## src/hdl/u8u16_pkg.sv

```systemverilog
package u8u16_pkg;

   localparam int unsigned BYTE_W  = 8;
   localparam int unsigned UNIT_W  = 16;
   localparam int unsigned COUNT_W = 16;
   localparam int unsigned PEND_W  = 2;

   localparam logic [UNIT_W-1:0]  UNIT_LIMIT_RESET = 16'hFFFF;
   localparam logic [UNIT_W-1:0]  INVALID_UNIT     = 16'hFFFF;
   localparam logic [UNIT_W-1:0]  TERM_UNIT        = 16'h0000;

   // Lead byte classes: (byte & mask) == code
   localparam logic [BYTE_W-1:0]  ASCII_MASK = 8'h80;
   localparam logic [BYTE_W-1:0]  ASCII_CODE = 8'h00;
   localparam logic [BYTE_W-1:0]  LEAD2_MASK = 8'hE0;
   localparam logic [BYTE_W-1:0]  LEAD2_CODE = 8'hC0;
   localparam logic [BYTE_W-1:0]  LEAD3_MASK = 8'hF0;
   localparam logic [BYTE_W-1:0]  LEAD3_CODE = 8'hE0;
   localparam logic [BYTE_W-1:0]  LEAD4_MASK = 8'hF8;
   localparam logic [BYTE_W-1:0]  LEAD4_CODE = 8'hF0;
   localparam logic [BYTE_W-1:0]  NUL_BYTE   = 8'h00;

   // Pending continuation counts
   localparam logic [PEND_W-1:0]  PEND_NONE  = 2'd0;
   localparam logic [PEND_W-1:0]  PEND_ONE   = 2'd1;
   localparam logic [PEND_W-1:0]  PEND_TWO   = 2'd2;
   localparam logic [PEND_W-1:0]  PEND_THREE = 2'd3;

   typedef struct packed {
      logic [BYTE_W-1:0] in_byte;
   } req_payload_type;

   typedef struct packed {
      logic [UNIT_W-1:0]  code_unit;
      logic               end_of_string;
      logic [COUNT_W-1:0] units_written;
   } rsp_payload_type;

   typedef struct packed {
      logic [PEND_W-1:0]  pending;
      logic [UNIT_W-1:0]  acc;
      logic [COUNT_W-1:0] count;
   } dec_state_type;

   typedef struct packed {
      logic            hit;
      rsp_payload_type word;
   } dec_result_type;

endpackage

```

## src/hdl/u8u16_stream_if.sv

```systemverilog
interface u8u16_stream_if #(
   parameter type payload_type = logic
);
   logic        valid;
   logic        ready;
   payload_type payload;

   modport source (output valid, output payload, input ready);
   modport sink   (input valid, input payload, output ready);
endinterface

```

## src/hdl/u8u16_step.sv

```systemverilog
module u8u16_step (
   input  u8u16_pkg::dec_state_type             state,
   input  logic [u8u16_pkg::BYTE_W-1:0]         in_byte,
   input  logic [u8u16_pkg::UNIT_W-1:0]         unit_limit,
   output u8u16_pkg::dec_state_type             state_next,
   output u8u16_pkg::dec_result_type            result
);
   import u8u16_pkg::*;

   logic [UNIT_W-1:0] cont_bits;
   logic [UNIT_W-1:0] acc_merged;
   logic              room;
   logic              emit;
   logic [UNIT_W-1:0] emit_value;

   // Continuation payload lands at 6 * (pending - 1), clipped to 16 bits
   always_comb begin
      unique case (state.pending)
         PEND_THREE: cont_bits = {in_byte[3:0], 12'b0};
         PEND_TWO:   cont_bits = {4'b0, in_byte[5:0], 6'b0};
         PEND_ONE:   cont_bits = {10'b0, in_byte[5:0]};
         default:    cont_bits = '0;
      endcase
   end

   assign acc_merged = state.acc | cont_bits;
   assign room = ({1'b0, state.count} + 17'd1) < {1'b0, unit_limit};

   always_comb begin
      state_next = state;
      emit       = 1'b0;
      emit_value = INVALID_UNIT;
      result     = '0;
      priority if (state.pending != PEND_NONE) begin
         state_next.acc     = acc_merged;
         state_next.pending = state.pending - PEND_ONE;
         emit               = (state.pending == PEND_ONE);
         emit_value         = acc_merged;
      end else if (in_byte == NUL_BYTE) begin
         result.hit                 = 1'b1;
         result.word.code_unit      = TERM_UNIT;
         result.word.end_of_string  = 1'b1;
         result.word.units_written  = state.count;
         state_next                 = '0;
      end else if ((in_byte & ASCII_MASK) == ASCII_CODE) begin
         emit       = 1'b1;
         emit_value = {8'b0, in_byte};
      end else if ((in_byte & LEAD2_MASK) == LEAD2_CODE) begin
         state_next.acc     = {5'b0, in_byte[4:0], 6'b0};
         state_next.pending = PEND_ONE;
      end else if ((in_byte & LEAD3_MASK) == LEAD3_CODE) begin
         state_next.acc     = {in_byte[3:0], 12'b0};
         state_next.pending = PEND_TWO;
      end else if ((in_byte & LEAD4_MASK) == LEAD4_CODE) begin
         state_next.acc     = '0;
         state_next.pending = PEND_THREE;
      end else begin
         emit       = 1'b1;
         emit_value = INVALID_UNIT;
      end

      // Drop a finished unit once the buffer is full; keep decoding
      if (emit && room) begin
         result.hit                = 1'b1;
         result.word.code_unit     = emit_value;
         result.word.end_of_string = 1'b0;
         result.word.units_written = state.count;
         state_next.count          = state.count + 16'd1;
      end
   end

endmodule

```

## src/hdl/utf8_to_utf16_stream_decoder.sv

```systemverilog
// A result word shows on rsp in the cycle after its input word is accepted.
// Throughput: one byte per cycle; decode is a single pass from the decoder
//   state and the incoming byte straight into the state and result registers.
// req stalls only while a result word sits in the output register unread.
// Reset (synchronous, active high) clears the decoder state, empties the
//   output register and sets unit_limit back to 65535.
module utf8_to_utf16_stream_decoder (
   input  logic                           clock,
   input  logic                           reset,
   u8u16_stream_if.sink                   req_word,
   u8u16_stream_if.source                 rsp_word,
   input  logic                           csr_wr_en,
   input  logic [u8u16_pkg::UNIT_W-1:0]   csr_wr_data
);
   import u8u16_pkg::*;

   // Decoder state: pending continuations, partial unit, units this string
   dec_state_type     state_ff;
   dec_state_type     state_in;
   dec_result_type    result;

   // Buffer size register, terminator included
   logic [UNIT_W-1:0] limit_ff;

   // Output register
   logic              rsp_valid_ff;
   rsp_payload_type   rsp_payload_ff;

   logic              req_accept;

   // Take a new word whenever the output register is empty or draining now
   assign req_word.ready = !rsp_valid_ff || rsp_word.ready;
   assign req_accept     = req_word.valid && req_word.ready;

   u8u16_step u_step (
      .state      (state_ff),
      .in_byte    (req_word.payload.in_byte),
      .unit_limit (limit_ff),
      .state_next (state_in),
      .result     (result)
   );

   always_ff @(posedge clock) begin
      if (reset) begin
         state_ff     <= '0;
         limit_ff     <= UNIT_LIMIT_RESET;
         rsp_valid_ff <= 1'b0;
      end else begin
         if (csr_wr_en) begin
            limit_ff <= csr_wr_data;
         end
         if (req_accept) begin
            // Advance the decoder; load a result word only when one is due
            state_ff     <= state_in;
            rsp_valid_ff <= result.hit;
         end else if (rsp_word.ready) begin
            rsp_valid_ff <= 1'b0;
         end
      end
   end

   // Payload holds while stalled since ready gates every load
   always_ff @(posedge clock) begin
      if (req_accept && result.hit) begin
         rsp_payload_ff <= result.word;
      end
   end

   assign rsp_word.valid   = rsp_valid_ff;
   assign rsp_word.payload = rsp_payload_ff;

endmodule

```

## src/flat_wrapper.sv

```systemverilog
// flat-port wrapper written by rule: the top's interface ports become plain ports
module utf8_to_utf16_stream_decoder_flat import u8u16_pkg::*;
  (clock, reset, csr_wr_en, csr_wr_data, req_word_valid, req_word_payload, req_word_ready, rsp_word_valid, rsp_word_payload, rsp_word_ready);
  u8u16_stream_if #(.payload_type(req_payload_type)) req_word_i ();
  u8u16_stream_if #(.payload_type(rsp_payload_type)) rsp_word_i ();
  input  logic clock;
  input  logic reset;
  input  logic csr_wr_en;
  input  logic [u8u16_pkg::UNIT_W-1:0] csr_wr_data;
  input wire logic [$bits(req_word_i.valid)-1:0] req_word_valid;
  input wire logic [$bits(req_word_i.payload)-1:0] req_word_payload;
  output wire logic [$bits(req_word_i.ready)-1:0] req_word_ready;
  output wire logic [$bits(rsp_word_i.valid)-1:0] rsp_word_valid;
  output wire logic [$bits(rsp_word_i.payload)-1:0] rsp_word_payload;
  input wire logic [$bits(rsp_word_i.ready)-1:0] rsp_word_ready;
  assign req_word_i.valid = req_word_valid;
  assign req_word_i.payload = req_word_payload;
  assign req_word_ready = req_word_i.ready;
  assign rsp_word_valid = rsp_word_i.valid;
  assign rsp_word_payload = rsp_word_i.payload;
  assign rsp_word_i.ready = rsp_word_ready;
  utf8_to_utf16_stream_decoder u_core (.clock(clock), .reset(reset), .req_word(req_word_i), .rsp_word(rsp_word_i), .csr_wr_en(csr_wr_en), .csr_wr_data(csr_wr_data));
endmodule
```

## config.mk

```make
export PLATFORM = sky130hd
export DESIGN_NAME = utf8_to_utf16_stream_decoder_flat
export DESIGN_NICKNAME = d
export VERILOG_FILES = /design/src/hdl/u8u16_pkg.sv /design/src/hdl/u8u16_stream_if.sv /design/src/hdl/u8u16_step.sv /design/src/hdl/utf8_to_utf16_stream_decoder.sv /design/src/flat_wrapper.sv
export SDC_FILE = /design/constraint.sdc
export NUM_CORES = 1
export LEC_CHECK = 0
export ABC_AREA = 1
export CAP_MARGIN = 10
export CORE_ASPECT_RATIO = 1.1
export CORE_MARGIN = 2
export CORE_UTILIZATION = 48
export DETAILED_ROUTE_END_ITERATION = 10
export DONT_BUFFER_PORTS = 1
export SKIP_CTS_REPAIR_TIMING = 1
export SLEW_MARGIN = 20
export SYNTH_ARGS = -nofsm -noshare
export SYNTH_HDL_FRONTEND = slang
export SYNTH_SLANG_ARGS = --single-unit
```

## constraint.sdc

```tcl
create_clock -name clock -period 4.2 [get_ports clock]
set_input_delay 0.42 -clock clock [delete_from_list [all_inputs] [get_ports clock]]
set_output_delay 0.42 -clock clock [all_outputs]
set_load 0.03 [all_outputs]
```

# Yosys cells after proc, flatten, opt, wreduce, memory -nomap -nowiden

Index checks and enable logic that the tools add are counted.
Widths: inputs -> output; s select.

Register bits: 84
Output and inout bits: 35
Logic and storage cells: 59

$add $sub $neg: 3
$lt $le $gt $ge: 1
Equality and inequality tests: 8
Mux-type cells: 24
Bitwise gates (word level): 1
Reduce and logical (&&, ||, !) cells: 14

Operators with widths:

| kind                  | count |
|---|---|
| $mux 18               | 6 |
| $mux 34               | 3 |
| $mux 16               | 6 |
| $pmux 16 s3           | 1 |
| $add 16x1->17 const B | 1 |
| $lt 17x16->1          | 1 |
| $add 16x1->16 const B | 1 |
| $logic_not 8->1       | 2 |
| $or 16x16->16         | 1 |
| $mux 1                | 8 |
| $reduce_and 3->1      | 2 |
| $reduce_bool 2->1     | 3 |
| $eq 5x5->1 const B    | 1 |
| $reduce_bool 5->1     | 1 |
| $eq 2x2->1 const B    | 2 |
| $eq 4x4->1 const B    | 1 |
| $eq 3x3->1 const B    | 1 |
| $logic_and 1x1->1     | 3 |
| $ne 3x3->1 const B    | 1 |
| $eq 2x1->1 const B    | 1 |
| $ne 2x1->1 const B    | 1 |
| $reduce_or 2->1       | 1 |
| $sub 2x1->2 const B   | 1 |
| $logic_not 1->1       | 1 |
| $logic_or 1x1->1      | 1 |

# Longest topological paths before layout

Gate-level depths: netlist (run 1).

Depth after elaboration: 10
Gate-level depth with buffers: 20
Gate-level depth less buffers: 19

# Cells and area by module

A second synthesis (run 1) with hierarchy kept.

Cell total of the unflattened synthesis: 777
Area total of the unflattened synthesis: 5355.1 sq um

By module, submodules not included:

| module                       | instances | cells each | area an instance (sq um) | sequential area each (sq um) |
|---|---|---|---|---|
| utf8_to_utf16_stream_decoder | 1         | 336        | 3191.8                   | 2011.9 |
| u8u16_step                   | 1         | 441        | 2163.3                   | 0.0 |

# Worst setup path before layout (run 1)

OpenSTA, ideal clock, no wires.

Path kind: register to register
From: reg u_core.state_ff[0] (netlist name)
To: reg u_core.rsp_payload_ff (netlist bit u_core.rsp_word.payload[0]) (enable)
Library setup time: 388 ps
Arrival: 3117 ps
Data required time: 3812 ps
Path slack: 695 ps
Stages on the path, launching flop included: 19
Clock period less this slack: 3505 ps
Path through: dfxtp_1 > ha_1 > nand2_1 > nor2_4 > nand2_2 > nor2_4 > nand4_1 > xor2_1 > inv_1 > ha_1 > a21o_1 > a21oi_1 > nand2_1 > a21oi_2 > nand2_8 > nand2_4 > nand2_8 > buf_12 > inv_1

Word-level cells in the longest chain between the ends: 5

Ends and longest elaborated chain:

| element                | RTL line                           | RTL |
|---|---|---|
| start, declared        | utf8_to_utf16_stream_decoder.sv:18 | `dec_state_type state_ff;` |
| start signal, assigned | utf8_to_utf16_stream_decoder.sv:54 | `state_ff <= state_in;` |
| $add 16x1->17          | u8u16_step.sv:27                   | `assign room = ({1'b0, state.count} + 17'd1) < {1'b0, unit_limit};` |
| $lt 17x16->1           | u8u16_step.sv:27                   |  |
| $logic_and 1x1->1      | u8u16_step.sv:63                   | `if (emit && room) begin` |
| $mux 34                | u8u16_step.sv:63                   |  |
| $logic_and 1x1->1      | utf8_to_utf16_stream_decoder.sv:64 | `if (req_accept && result.hit) begin` |
| end signal, assigned   | utf8_to_utf16_stream_decoder.sv:65 | `rsp_payload_ff <= result.word;` |
| end, declared          | utf8_to_utf16_stream_decoder.sv:27 | `rsp_payload_type rsp_payload_ff;` |

Every way passes these cells.
A chain may end at the register's enable or synchronous reset.

# Worst setup path in the final report (run 1)

From: reg u_core.state_ff[0] (netlist name)
To: reg u_core.rsp_payload_ff (netlist bit u_core.rsp_word.payload[32]) (enable)

Same word-level chain as after synthesis.

==> impl_metrics.py, run 1 <==
metrics = {
    "detailed_routing": {
        "dr.pass1.iters": 5,
        "post_drt_wl_per_cell_um": 14.57,
        "antenna_left": 0,
        "totalWireLength_mm": 8.639,
        "vias": 3116,
        "via_per_inst": 5.255,
        "drc": 0,
        "drt_iter0_drc": 114,
    },
    "run_status": {
        "status": "finished, final reports clean",
    },
    "grt": {
        "grt_pass1_wl_mm": 14.11,
        "grt_pass1_vias": 2973,
        "grt_use_total": 0.1902,
        "overflow": 0,
        "antenna_found_initial": 0,
        "grt_start_max_net_pins": 35,
    },
    "synthesis": {
        "synth-edff-count": 33,
        "synth_nets": 530,
        "ys_ff_latch": 84,
        "synth-warning-count": 0,
        "avgSynthCellArea_um2": 8.586,
        "synthTopCellsByArea": "dfxtp_1 25%, edfxtp_1 24%, a21oi_1 7.7%, inv_1 5.6%, nand2_1 5.6%",
        "synth_cells": 485,
        "synth_seq_area_share": 0.4832,
        "synthDistinctLibCells": 39,
        "netlist_area_um2": 4164,
        "synthTopCellsByCount": "64 x a21oi_1, 62 x inv_1, 62 x nand2_1",
        "synth_ff_type": "dfxtp_1",
        "post-synth-top-area-cell": "dfxtp_1",
        "yosysTopAreaCellShare": 0.2452,
        "synthArstFlopShare": 0,
        "yosysMostFrequentCell": "a21oi_1",
    },
    "clock_network": {
        "cts_sinks": 84,
        "root_buffer": "clkbuf_8",
        "htree_levels": 3,
        "tritoncts": "done",
        "clk_pin_slew_ns": 0.10,
        "numCtsBuffers": 9,
        "clk_path_buf_depth": 2,
        "insertion_delay_ns": 0.36,
    },
    "floorplanning": {
        "core_area_um2": 8408,
        "die-width_um": 92.81,
        "dieArea_um2": 9437,
        "dieHeight_um": 101.7,
        "num_rows": 35,
        "ios": 64,
        "floorplan.initialDensity": 0.4952,
    },
    "placed_design": {
        "dp.cells": 577,
        "routabilityCongestion": 0.8482,
        "hpwl_mm": 6.177,
        "io_buffers": 0,
    },
    "sta": {
        "setup_viol": 0,
        "fin_crit_sh": 0.8498,
        "max-slew-margin-rel": 0.5866,
        "rsz0062_at_grt": "no",
        "worstMarginPinSlew_ns": 0.6188,
        "setup_tns_ns": 0,
        "period_minus_slack_ns": 3.569,
        "clock.fmax_mhz": 280.2,
        "hold_viol_final": 0,
        "maxSlewViolCount": 0,
        "finalClockSkew_ns": 0.01288,
    },
    "worst_setup_path": {
        "rrSetupSlack_ns": 0.63,
        "critical_path_class": "reg2reg",
        "worstPathRequired_ns": 4.22,
        "worstPathMaxFanout": 30,
        "r2r-start": "u_core.state_ff[0]$_SDFFE_PP0P_",
        "crit_chain": "ha_1, nand2_1, nor2_4, nand2_2, nor2_4, nand4_1, xor2_1, inv_1, ha_1, a21o_1, a21oi_1, nand2_1, a21oi_2, nand2_8, nand2_4, nand2_8, inv_1, buf_4",
        "cp-start-kind": "flop",
        "r2r_end": "u_core.rsp_word.payload[32]$_SDFFCE_PN0P_",
        "crit_arrival_ns": 3.59,
        "critical_path.top_delay_family": "simple AND/OR/NAND/NOR gates",
        "r2r_cells": 18,
        "crit_path_end_kind": "flop",
        "path_buf_inv": 3,
        "cpMaxStageDelayCell": "dfxtp_1",
        "critPathMaxStageDelay_ns": 0.39,
    },
    "finish": {
        "num_antenna_cells": 0,
        "fin_nets": 522,
        "area_delta_synth_final_pct": 5.319,
        "finalNonFillerCells": 593,
        "drive_above_1_share": 0.09751,
    },
    "hold_path": {
        "hp-start": "reset",
        "worstHoldPathType": "in2reg",
        "min_to": "u_core.state_ff[14]$_SDFFE_PP0P_",
        "worstHoldPathCells": 1,
    },
    "power": {
        "static-leakage-power_uw": 0.001817,
        "powerDensity_nw_per_um2": 429.0,
        "peakVddDrop_uv": 183.2,
    },
    "job": {
        "maxCapViolCount": 0,
    },
}
sequential cells by signal, summed over array words and instances, names as in the netlist:
signal / flops
u_core.state_ff: 34
u_core.rsp_word.payload: 33
u_core.limit_ff: 16
u_core.rsp_word.valid: 1
cell type report:
cell class / count / area, um2
fill: 839 / 4023
sequential: 84 / 2012
multi-input combinational: 317 / 1804
inverter: 64 / 240.2
tap: 111 / 138.9
clock buffer: 10 / 127.6
clock inverter: 6 / 55.05
timing repair buffer: 1 / 7.507
cells in the final DEF, fill, tap and decap left out, types with 3 or more instances in the layout:
cell	count
a21oi_2	8
dfxtp_1	51
edfxtp_1	33
nor2_1	49
a21oi_1	64
clkbuf_8	9
nand2_1	62
a31oi_1	10
nand2_2	9
inv_6	3
nor3_1	3
xor2_1	14
nand3_1	14
nor2_4	4
ha_1	16
nand4_1	3
inv_1	62
o21ai_0	43
where the power goes:
group / internal, uW / total, uW / switching [uW]
sequential: 945 / 1060 / 117
clock: 228 / 548 / 320
combinational: 75.9 / 271 / 195
total: 1250 / 1880 / 633
how the worst max path moves through the flow:
stage | startpoint | end | cells past startpoint | slack, ns
after floorplan | u_core.state_ff[0]$_SDFFE_PP0P_ | u_core.rsp_word.payload[0]$_DFFE_PP_ | 18 | 0.70
after global placement | u_core.state_ff[0]$_SDFFE_PP0P_ | u_core.rsp_word.payload[27]$_SDFFCE_PN0P_ | 18 | 0.75
after detailed placement | u_core.state_ff[0]$_SDFFE_PP0P_ | u_core.rsp_word.payload[24]$_SDFFCE_PN0P_ | 18 | 0.63
after CTS | u_core.state_ff[0]$_SDFFE_PP0P_ | u_core.rsp_word.payload[5]$_DFFE_PP_ | 18 | 0.62
after global routing | u_core.state_ff[0]$_SDFFE_PP0P_ | u_core.rsp_word.payload[2]$_DFFE_PP_ | 18 | 0.33
final | u_core.state_ff[0]$_SDFFE_PP0P_ | u_core.rsp_word.payload[32]$_SDFFCE_PN0P_ | 18 | 0.63
kinds of logic (layout without fill, tap and decap cells):
logic type / count (synthesis) / count (layout) / synth area share
xor+xnor: 14 / 14 / 0.02945
flops: 84 / 84 / 0.4832
buf+inv: 84 / 81 / 0.08353
compound gates: 133 / 133 / 0.1746
simple gates: 154 / 154 / 0.1812
fa+ha+maj: 16 / 16 / 0.04808
layer usage:
metal / routed length (um) / GRT usage
met5: 0 / 0
met4: 143 / 0.07240
met3: 391 / 0.03423
met2: 4353 / 0.3283
met1: 3750 / 0.2387
stage by stage:
| step | power (uW) | utilization | area (um2) | hold WS [ns] | setup WS (ns) |
|---|---|---|---|---|---|
| 2_1_floorplan | 1309 | - | 4164 | 0.4297 | 0.6952 |
| 3_3_place_gp | 1350 | 0.4999 | 4203 | 0.4432 | 0.7461 |
| 3_5_place_dp | 1357 | 0.4999 | 4203 | 0.4499 | 0.6347 |
| 4_1_cts | 1903 | 0.5216 | 4385 | 0.1000 | 0.6234 |
| 5_1_grt | 1970 | 0.5216 | 4385 | 0.09300 | 0.3307 |
| 6_report | 1881 | 0.5216 | 4385 | 0.1172 | 0.6309 |
Power figures use the tool's default switching activity.
==> run 2, diff against run 1 <==
==> constraint.sdc (replaced) <==
create_clock -name clock -period 3.5 [get_ports clock]
set_input_delay 0.35 -clock clock [delete_from_list [all_inputs] [get_ports clock]]
set_output_delay 0.35 -clock clock [all_outputs]
set_load 0.03 [all_outputs]
==> run 2 against run 1 <==
Effect of this change: hold slack worse by 0.057 ns; via count decreased by 0.51%; first-iteration DRC count increased by 54%; routed wire length increased by 2.2%; flip-flop and latch count stayed put; highest routed layer unchanged; core utilization up 0.73 points; combinational power increased by 28%; clock-buffer cell count shrank 1.
==> impl_metrics.py, run 2 (synthesis gave the netlist of run 1 again) <==
metrics = {
    "grt": {
        "groute.layer.met1.usage": 0.3074,
        "grt_use_met3": 0.04539,
        "grt_pass1_vias": 2882,
        "use_met2": 0.2731,
        "antenna_found_initial": 0,
        "grt_use_total": 0.1994,
        "grt_start_max_net_pins": 35,
        "busiest_layer": "met1",
        "overflow": 0,
        "grt_pass1_wl_mm": 14.63,
    },
    "sta": {
        "fin_crit_sh": 0.9371,
        "setup_viol": 0,
        "rsz0062_at_grt": "no",
        "hold_viol_final": 0,
        "finalClockSkew_ns": 0.01348,
        "period_minus_slack_ns": 3.280,
        "clock.fmax_mhz": 304.9,
        "max-slew-margin-rel": 0.4813,
        "worstMarginPinSlew_ns": 0.7763,
        "setup_tns_ns": 0,
        "maxSlewViolCount": 0,
    },
    "detailed_routing": {
        "totalWireLength_mm": 8.832,
        "dr.pass1.iters": 4,
        "drc": 0,
        "vias": 3100,
        "via_per_inst": 5.210,
        "antenna_left": 0,
        "post_drt_wl_per_cell_um": 14.84,
        "drt_iter0_drc": 176,
    },
    "clock_network": {
        "insertion_delay_ns": 0.37,
        "cts_sinks": 84,
        "clk_pin_slew_ns": 0.09,
        "htree_levels": 3,
        "clk_path_buf_depth": 2,
        "tritoncts": "done",
        "numCtsBuffers": 9,
        "root_buffer": "clkbuf_8",
    },
    "worst_setup_path": {
        "path_buf_inv": 3,
        "worstPathMaxFanout": 33,
        "crit_chain": "ha_1, nand2_1, nor2_4, nand2_2, nor2_4, nand4_1, xor2_1, inv_1, ha_1, a21o_1, a21oi_1, nand2_1, a21oi_4, nand2_8, nand2_4, nand2_8, clkinvlp_4, buf_12",
        "cp-start-kind": "flop",
        "critical_path.top_delay_family": "simple AND/OR/NAND/NOR gates",
        "crit_arrival_ns": 3.35,
        "crit_path_end_kind": "flop",
        "cpMaxStageDelayCell": "dfxtp_1",
        "worstPathRequired_ns": 3.57,
        "critical_path_class": "reg2reg",
        "critPathMaxStageDelay_ns": 0.39,
    },
    "power": {
        "total_power_uw": 2345,
        "p_switching_uw": 765.5,
        "peakVddDrop_uv": 196.9,
        "p_clk_frac": 0.308,
        "internal_power_uw": 1579,
        "p_sw_frac": 0.3265,
        "powerDensity_nw_per_um2": 527.3,
        "seq_power_share": 0.544,
        "static-leakage-power_uw": 0.001836,
        "comb_power_share": 0.148,
    },
    "floorplanning": {
        "core_area_um2": 8408,
        "dieArea_um2": 9437,
        "ios": 64,
        "num_rows": 35,
        "die-width_um": 92.81,
        "dieHeight_um": 101.7,
        "floorplan.initialDensity": 0.4952,
    },
    "finish": {
        "regMostFlops": "u_core.state_ff",
        "final_cell_mix": "64 x a21oi_1, 62 x nand2_1, 61 x inv_1, 51 x dfxtp_1, 49 x nor2_1",
        "area_delta_synth_final_pct": 6.791,
        "fillers": 807,
        "drive_above_1_share": 0.1054,
        "largest_reg_flops": 34,
        "final_core_utilization": 0.5289,
        "final_common_cell": "a21oi_1",
        "num_antenna_cells": 0,
        "fin_nets": 524,
    },
    "placed_design": {
        "routabilityCongestion": 0.8527,
        "hpwl_mm": 6.413,
        "io_buffers": 0,
    },
    "hold_path": {
        "worstHoldPathType": "in2reg",
    },
    "run_status": {
        "status": "finished, final reports clean",
    },
    "job": {
        "maxCapViolCount": 0,
    },
}
-- run 2: cell types whose count changed in the layout (fill, tap and decap cells not counted), sizes merged --
cell / before / now
clkbuf: 10 / 9
inv: 67 / 66
buf: 1 / 3
bufinv: 0 / 1
clkinvlp: 0 / 1
-- run 2: cell type report --
type,instances,area (um2),area share
clock inverter,7,81.33,0.01829
multi-input combinational,317,1812,0.4074
timing repair buffer,3,35.03,0.007878
sequential,84,2012,0.4524
tap,111,138.9,0.03123
inverter,64,244.0,0.05487
clock buffer,9,123.9,0.02786
-- run 2: worst reg2reg max path, delay by kind of cell, from the launching register on --
kind	cells	cell delay, ns
AO/OA/AOI/OAI	3	0.46
XOR/XNOR	1	0.17
adder cells (fa/ha/maj)	2	0.51
buffers and inverters	3	0.39
flip-flops	1	0.39
AND/OR/NAND/NOR	9	1.07
-- run 2: final timing paths --
path / startpoint / to / slack (ns) / cells past startpoint
setup reg to reg: u_core.state_ff[0]$_SDFFE_PP0P_ / u_core.rsp_word.payload[30]$_SDFFCE_PN0P_ / 0.22 / 18
hold reg to reg: u_core.state_ff[17]$_SDFFE_PP0P_ / u_core.state_ff[17]$_SDFFE_PP0P_ / 0.46 / 2
hold / removal: reset / u_core.state_ff[21]$_SDFFE_PP0P_ / 0.06 / 1
setup / recovery: u_core.state_ff[0]$_SDFFE_PP0P_ / u_core.rsp_word.payload[30]$_SDFFCE_PN0P_ / 0.22 / 18
-- run 2: power groups by stage --
| stage | clock network [uW] | registers [uW] | logic, uW |
|---|---|---|---|
| global route | 778 | 1290 | 395 |
| floorplan | 0 | 1280 | 288 |
| finish | 722 | 1280 | 346 |
| global placement | 0 | 1300 | 337 |
| CTS | 736 | 1280 | 343 |
| detailed placement | 0 | 1300 | 341 |
-- run 2: per-layer routing --
layer	vias to the layer above	share of wire
li1	1599	-
met1	1406	0.53
met2	85	0.41
met3	10	0.044
met4	0	0.012
met5	-	0
-- run 2: metrics by stage --
step                hold WS [ns]  setup WS [ns]  cells  area, um2
finish                   0.06046         0.2200    595       4447
global route             0.03116        0.02878    595       4447
CTS                      0.03667         0.1790    595       4439
detailed placement        0.4196         0.2053    579       4234
global placement          0.4223         0.3698    579       4234
floorplan                 0.4297         0.3193    485       4168
==> run 3, diff against run 2 <==
--- a/config.mk
+++ b/config.mk
@@ -10,6 +10,7 @@
 export CORE_ASPECT_RATIO = 1.1
 export CORE_MARGIN = 2
 export CORE_UTILIZATION = 48
+export CTS_CLUSTER_SIZE = 30
 export DETAILED_ROUTE_END_ITERATION = 10
 export DONT_BUFFER_PORTS = 1
 export SKIP_CTS_REPAIR_TIMING = 1
==> constraint.sdc (replaced) <==
create_clock -name clock -period 3.8 [get_ports clock]
set_input_delay 0.38 -clock clock [delete_from_list [all_inputs] [get_ports clock]]
set_output_delay 0.38 -clock clock [all_outputs]
set_load 0.03 [all_outputs]
==> run 3 against run 2 <==
Effect of this change: global-route usage hardly changed; clock skew is 0.0040 ns lower; critical path depth stayed put; critical path type unchanged; critical endpoint is now u_core.rsp_word.payload[2]$_DFFE_PP_; largest cell class unchanged.
==> impl_metrics.py, run 3 (synthesis gave the netlist of run 1 again) <==
metrics = {
    "worst_setup_path": {
        "r2r_cells": 18,
        "r2r_end": "u_core.rsp_word.payload[2]$_DFFE_PP_",
        "cp-start-kind": "flop",
        "crit_path_end_kind": "flop",
        "crit_arrival_ns": 3.46,
        "rrSetupSlack_ns": 0.41,
        "r2r-start": "u_core.state_ff[0]$_SDFFE_PP0P_",
        "worstPathRequired_ns": 3.87,
        "worstPathMaxFanout": 19,
        "critical_path_class": "reg2reg",
    },
    "finish": {
        "finalNonFillerCells": 594,
        "largest_reg_flops": 34,
        "area_delta_synth_final_pct": 5.889,
        "num_antenna_cells": 0,
        "fin_nets": 523,
        "final_core_utilization": 0.5244,
        "final_common_cell": "a21oi_1",
        "regMostFlops": "u_core.state_ff",
        "final_cell_mix": "64 x a21oi_1, 62 x nand2_1, 61 x inv_1, 51 x dfxtp_1, 49 x nor2_1",
        "drive_above_1_share": 0.1014,
        "fillers": 806,
    },
    "floorplanning": {
        "ios": 64,
        "die-width_um": 92.81,
        "num_rows": 35,
        "dieHeight_um": 101.7,
        "core_area_um2": 8408,
        "dieArea_um2": 9437,
        "floorplan.initialDensity": 0.4952,
    },
    "grt": {
        "grt_pass1_wl_mm": 14.68,
        "busiest_layer": "met2",
        "use_met2": 0.3417,
        "grt_use_total": 0.1995,
        "groute.layer.met1.usage": 0.2481,
        "grt_start_max_net_pins": 35,
        "overflow": 0,
        "grt_use_met3": 0.03720,
        "grt_pass1_vias": 3022,
        "antenna_found_initial": 0,
    },
    "power": {
        "comb_power_share": 0.150,
        "powerDensity_nw_per_um2": 471.4,
        "total_power_uw": 2079,
        "seq_power_share": 0.565,
        "static-leakage-power_uw": 0.001818,
        "p_sw_frac": 0.3348,
        "peakVddDrop_uv": 171.1,
        "p_clk_frac": 0.285,
        "p_switching_uw": 695.9,
        "internal_power_uw": 1383,
    },
    "detailed_routing": {
        "via_per_inst": 5.268,
        "totalWireLength_mm": 8.881,
        "drt_iter0_drc": 141,
        "vias": 3129,
        "post_drt_wl_per_cell_um": 14.95,
        "antenna_left": 0,
        "dr.pass1.iters": 5,
        "drc": 0,
    },
    "hold_path": {
        "worstHoldPathCells": 1,
        "worstHoldPathType": "in2reg",
        "hp-start": "reset",
        "min_to": "u_core.state_ff[14]$_SDFFE_PP0P_",
    },
    "sta": {
        "setup_viol": 0,
        "fin_crit_sh": 0.8925,
        "finalClockSkew_ns": 0.009517,
        "maxSlewViolCount": 0,
        "worstMarginPinSlew_ns": 0.6333,
        "rsz0062_at_grt": "no",
        "hold_viol_final": 0,
        "max-slew-margin-rel": 0.5769,
        "setup_tns_ns": 0,
        "period_minus_slack_ns": 3.391,
        "clock.fmax_mhz": 294.9,
    },
    "placed_design": {
        "dp.cells": 578,
        "io_buffers": 0,
        "hpwl_mm": 6.433,
        "routabilityCongestion": 0.8625,
    },
    "clock_network": {
        "numCtsBuffers": 9,
        "clk_pin_slew_ns": 0.09,
        "clk_path_buf_depth": 2,
        "insertion_delay_ns": 0.36,
        "htree_levels": 3,
        "root_buffer": "clkbuf_8",
        "cts_sinks": 84,
        "tritoncts": "done",
    },
    "job": {
        "maxCapViolCount": 0,
    },
    "run_status": {
        "status": "finished, final reports clean",
    },
}
==> run 3: final cells by class <==
cell class	instances	area, um2	area share
Clock buffer	9	123.9	0.02809
Inverter	64	244.0	0.05533
Clock inverter	7	58.81	0.01334
Sequential cell	84	2012	0.4563
Tap cell	111	138.9	0.03150
Multi-Input combinational cell	317	1804	0.4092
Timing Repair Buffer	2	27.53	0.006243
==> run 3: worst max-delay path, stage by stage (launching register included) <==
cell and delay (ns):
dfxtp_1 0.39, ha_1 0.20, nand2_1 0.09, nor2_4 0.14
nand2_2 0.11, nor2_4 0.12, nand4_1 0.10, xor2_1 0.15
inv_1 0.08, ha_1 0.30, a21o_1 0.16, a21oi_1 0.12
nand2_1 0.09, a21oi_2 0.22, nand2_8 0.16, nand2_4 0.12
nand2_8 0.12, clkinvlp_4 0.21, buf_12 0.19
==> run 3: routing by layer <==
metal  part of all wire  vias up
li1                   -     1593
met5                  0        -
met4              0.017        0
met2               0.50       85
met3              0.052       13
met1               0.43     1438
==> run 3: worst max path at each step <==
stage                                                from                                        end  slack, ns  cells past startpoint
after floorplan           u_core.state_ff[0]$_SDFFE_PP0P_       u_core.rsp_word.payload[0]$_DFFE_PP_       0.30                     18
after global placement    u_core.state_ff[0]$_SDFFE_PP0P_  u_core.rsp_word.payload[26]$_SDFFCE_PN0P_       0.41                     18
after detailed placement  u_core.state_ff[0]$_SDFFE_PP0P_  u_core.rsp_word.payload[26]$_SDFFCE_PN0P_       0.31                     18
after CTS                 u_core.state_ff[0]$_SDFFE_PP0P_       u_core.rsp_word.payload[2]$_DFFE_PP_       0.28                     18
after global routing      u_core.state_ff[0]$_SDFFE_PP0P_       u_core.rsp_word.payload[8]$_DFFE_PP_       0.13                     14
final                     u_core.state_ff[0]$_SDFFE_PP0P_       u_core.rsp_word.payload[2]$_DFFE_PP_       0.41                     18
==> run 3: power groups by stage <==
stage / sequential, uW / combinational (uW) / clock, uW
final: 1180 / 311 / 592
after global placement: 1200 / 304 / 0
after CTS: 1180 / 313 / 607
after detailed placement: 1200 / 311 / 0
after global routing: 1180 / 353 / 649
after floorplan: 1180 / 264 / 0
==> run 3: through the flow <==
| stage | area [um2] | setup WS (ns) | hold WS (ns) |
|---|---|---|---|
| after floorplan | 4164 | 0.2952 | 0.4297 |
| after global placement | 4223 | 0.4051 | 0.4418 |
| after detailed placement | 4223 | 0.3071 | 0.4496 |
| after CTS | 4405 | 0.2807 | 0.05991 |
| after global routing | 4409 | 0.1342 | 0.05523 |
| final | 4409 | 0.4086 | 0.08722 |
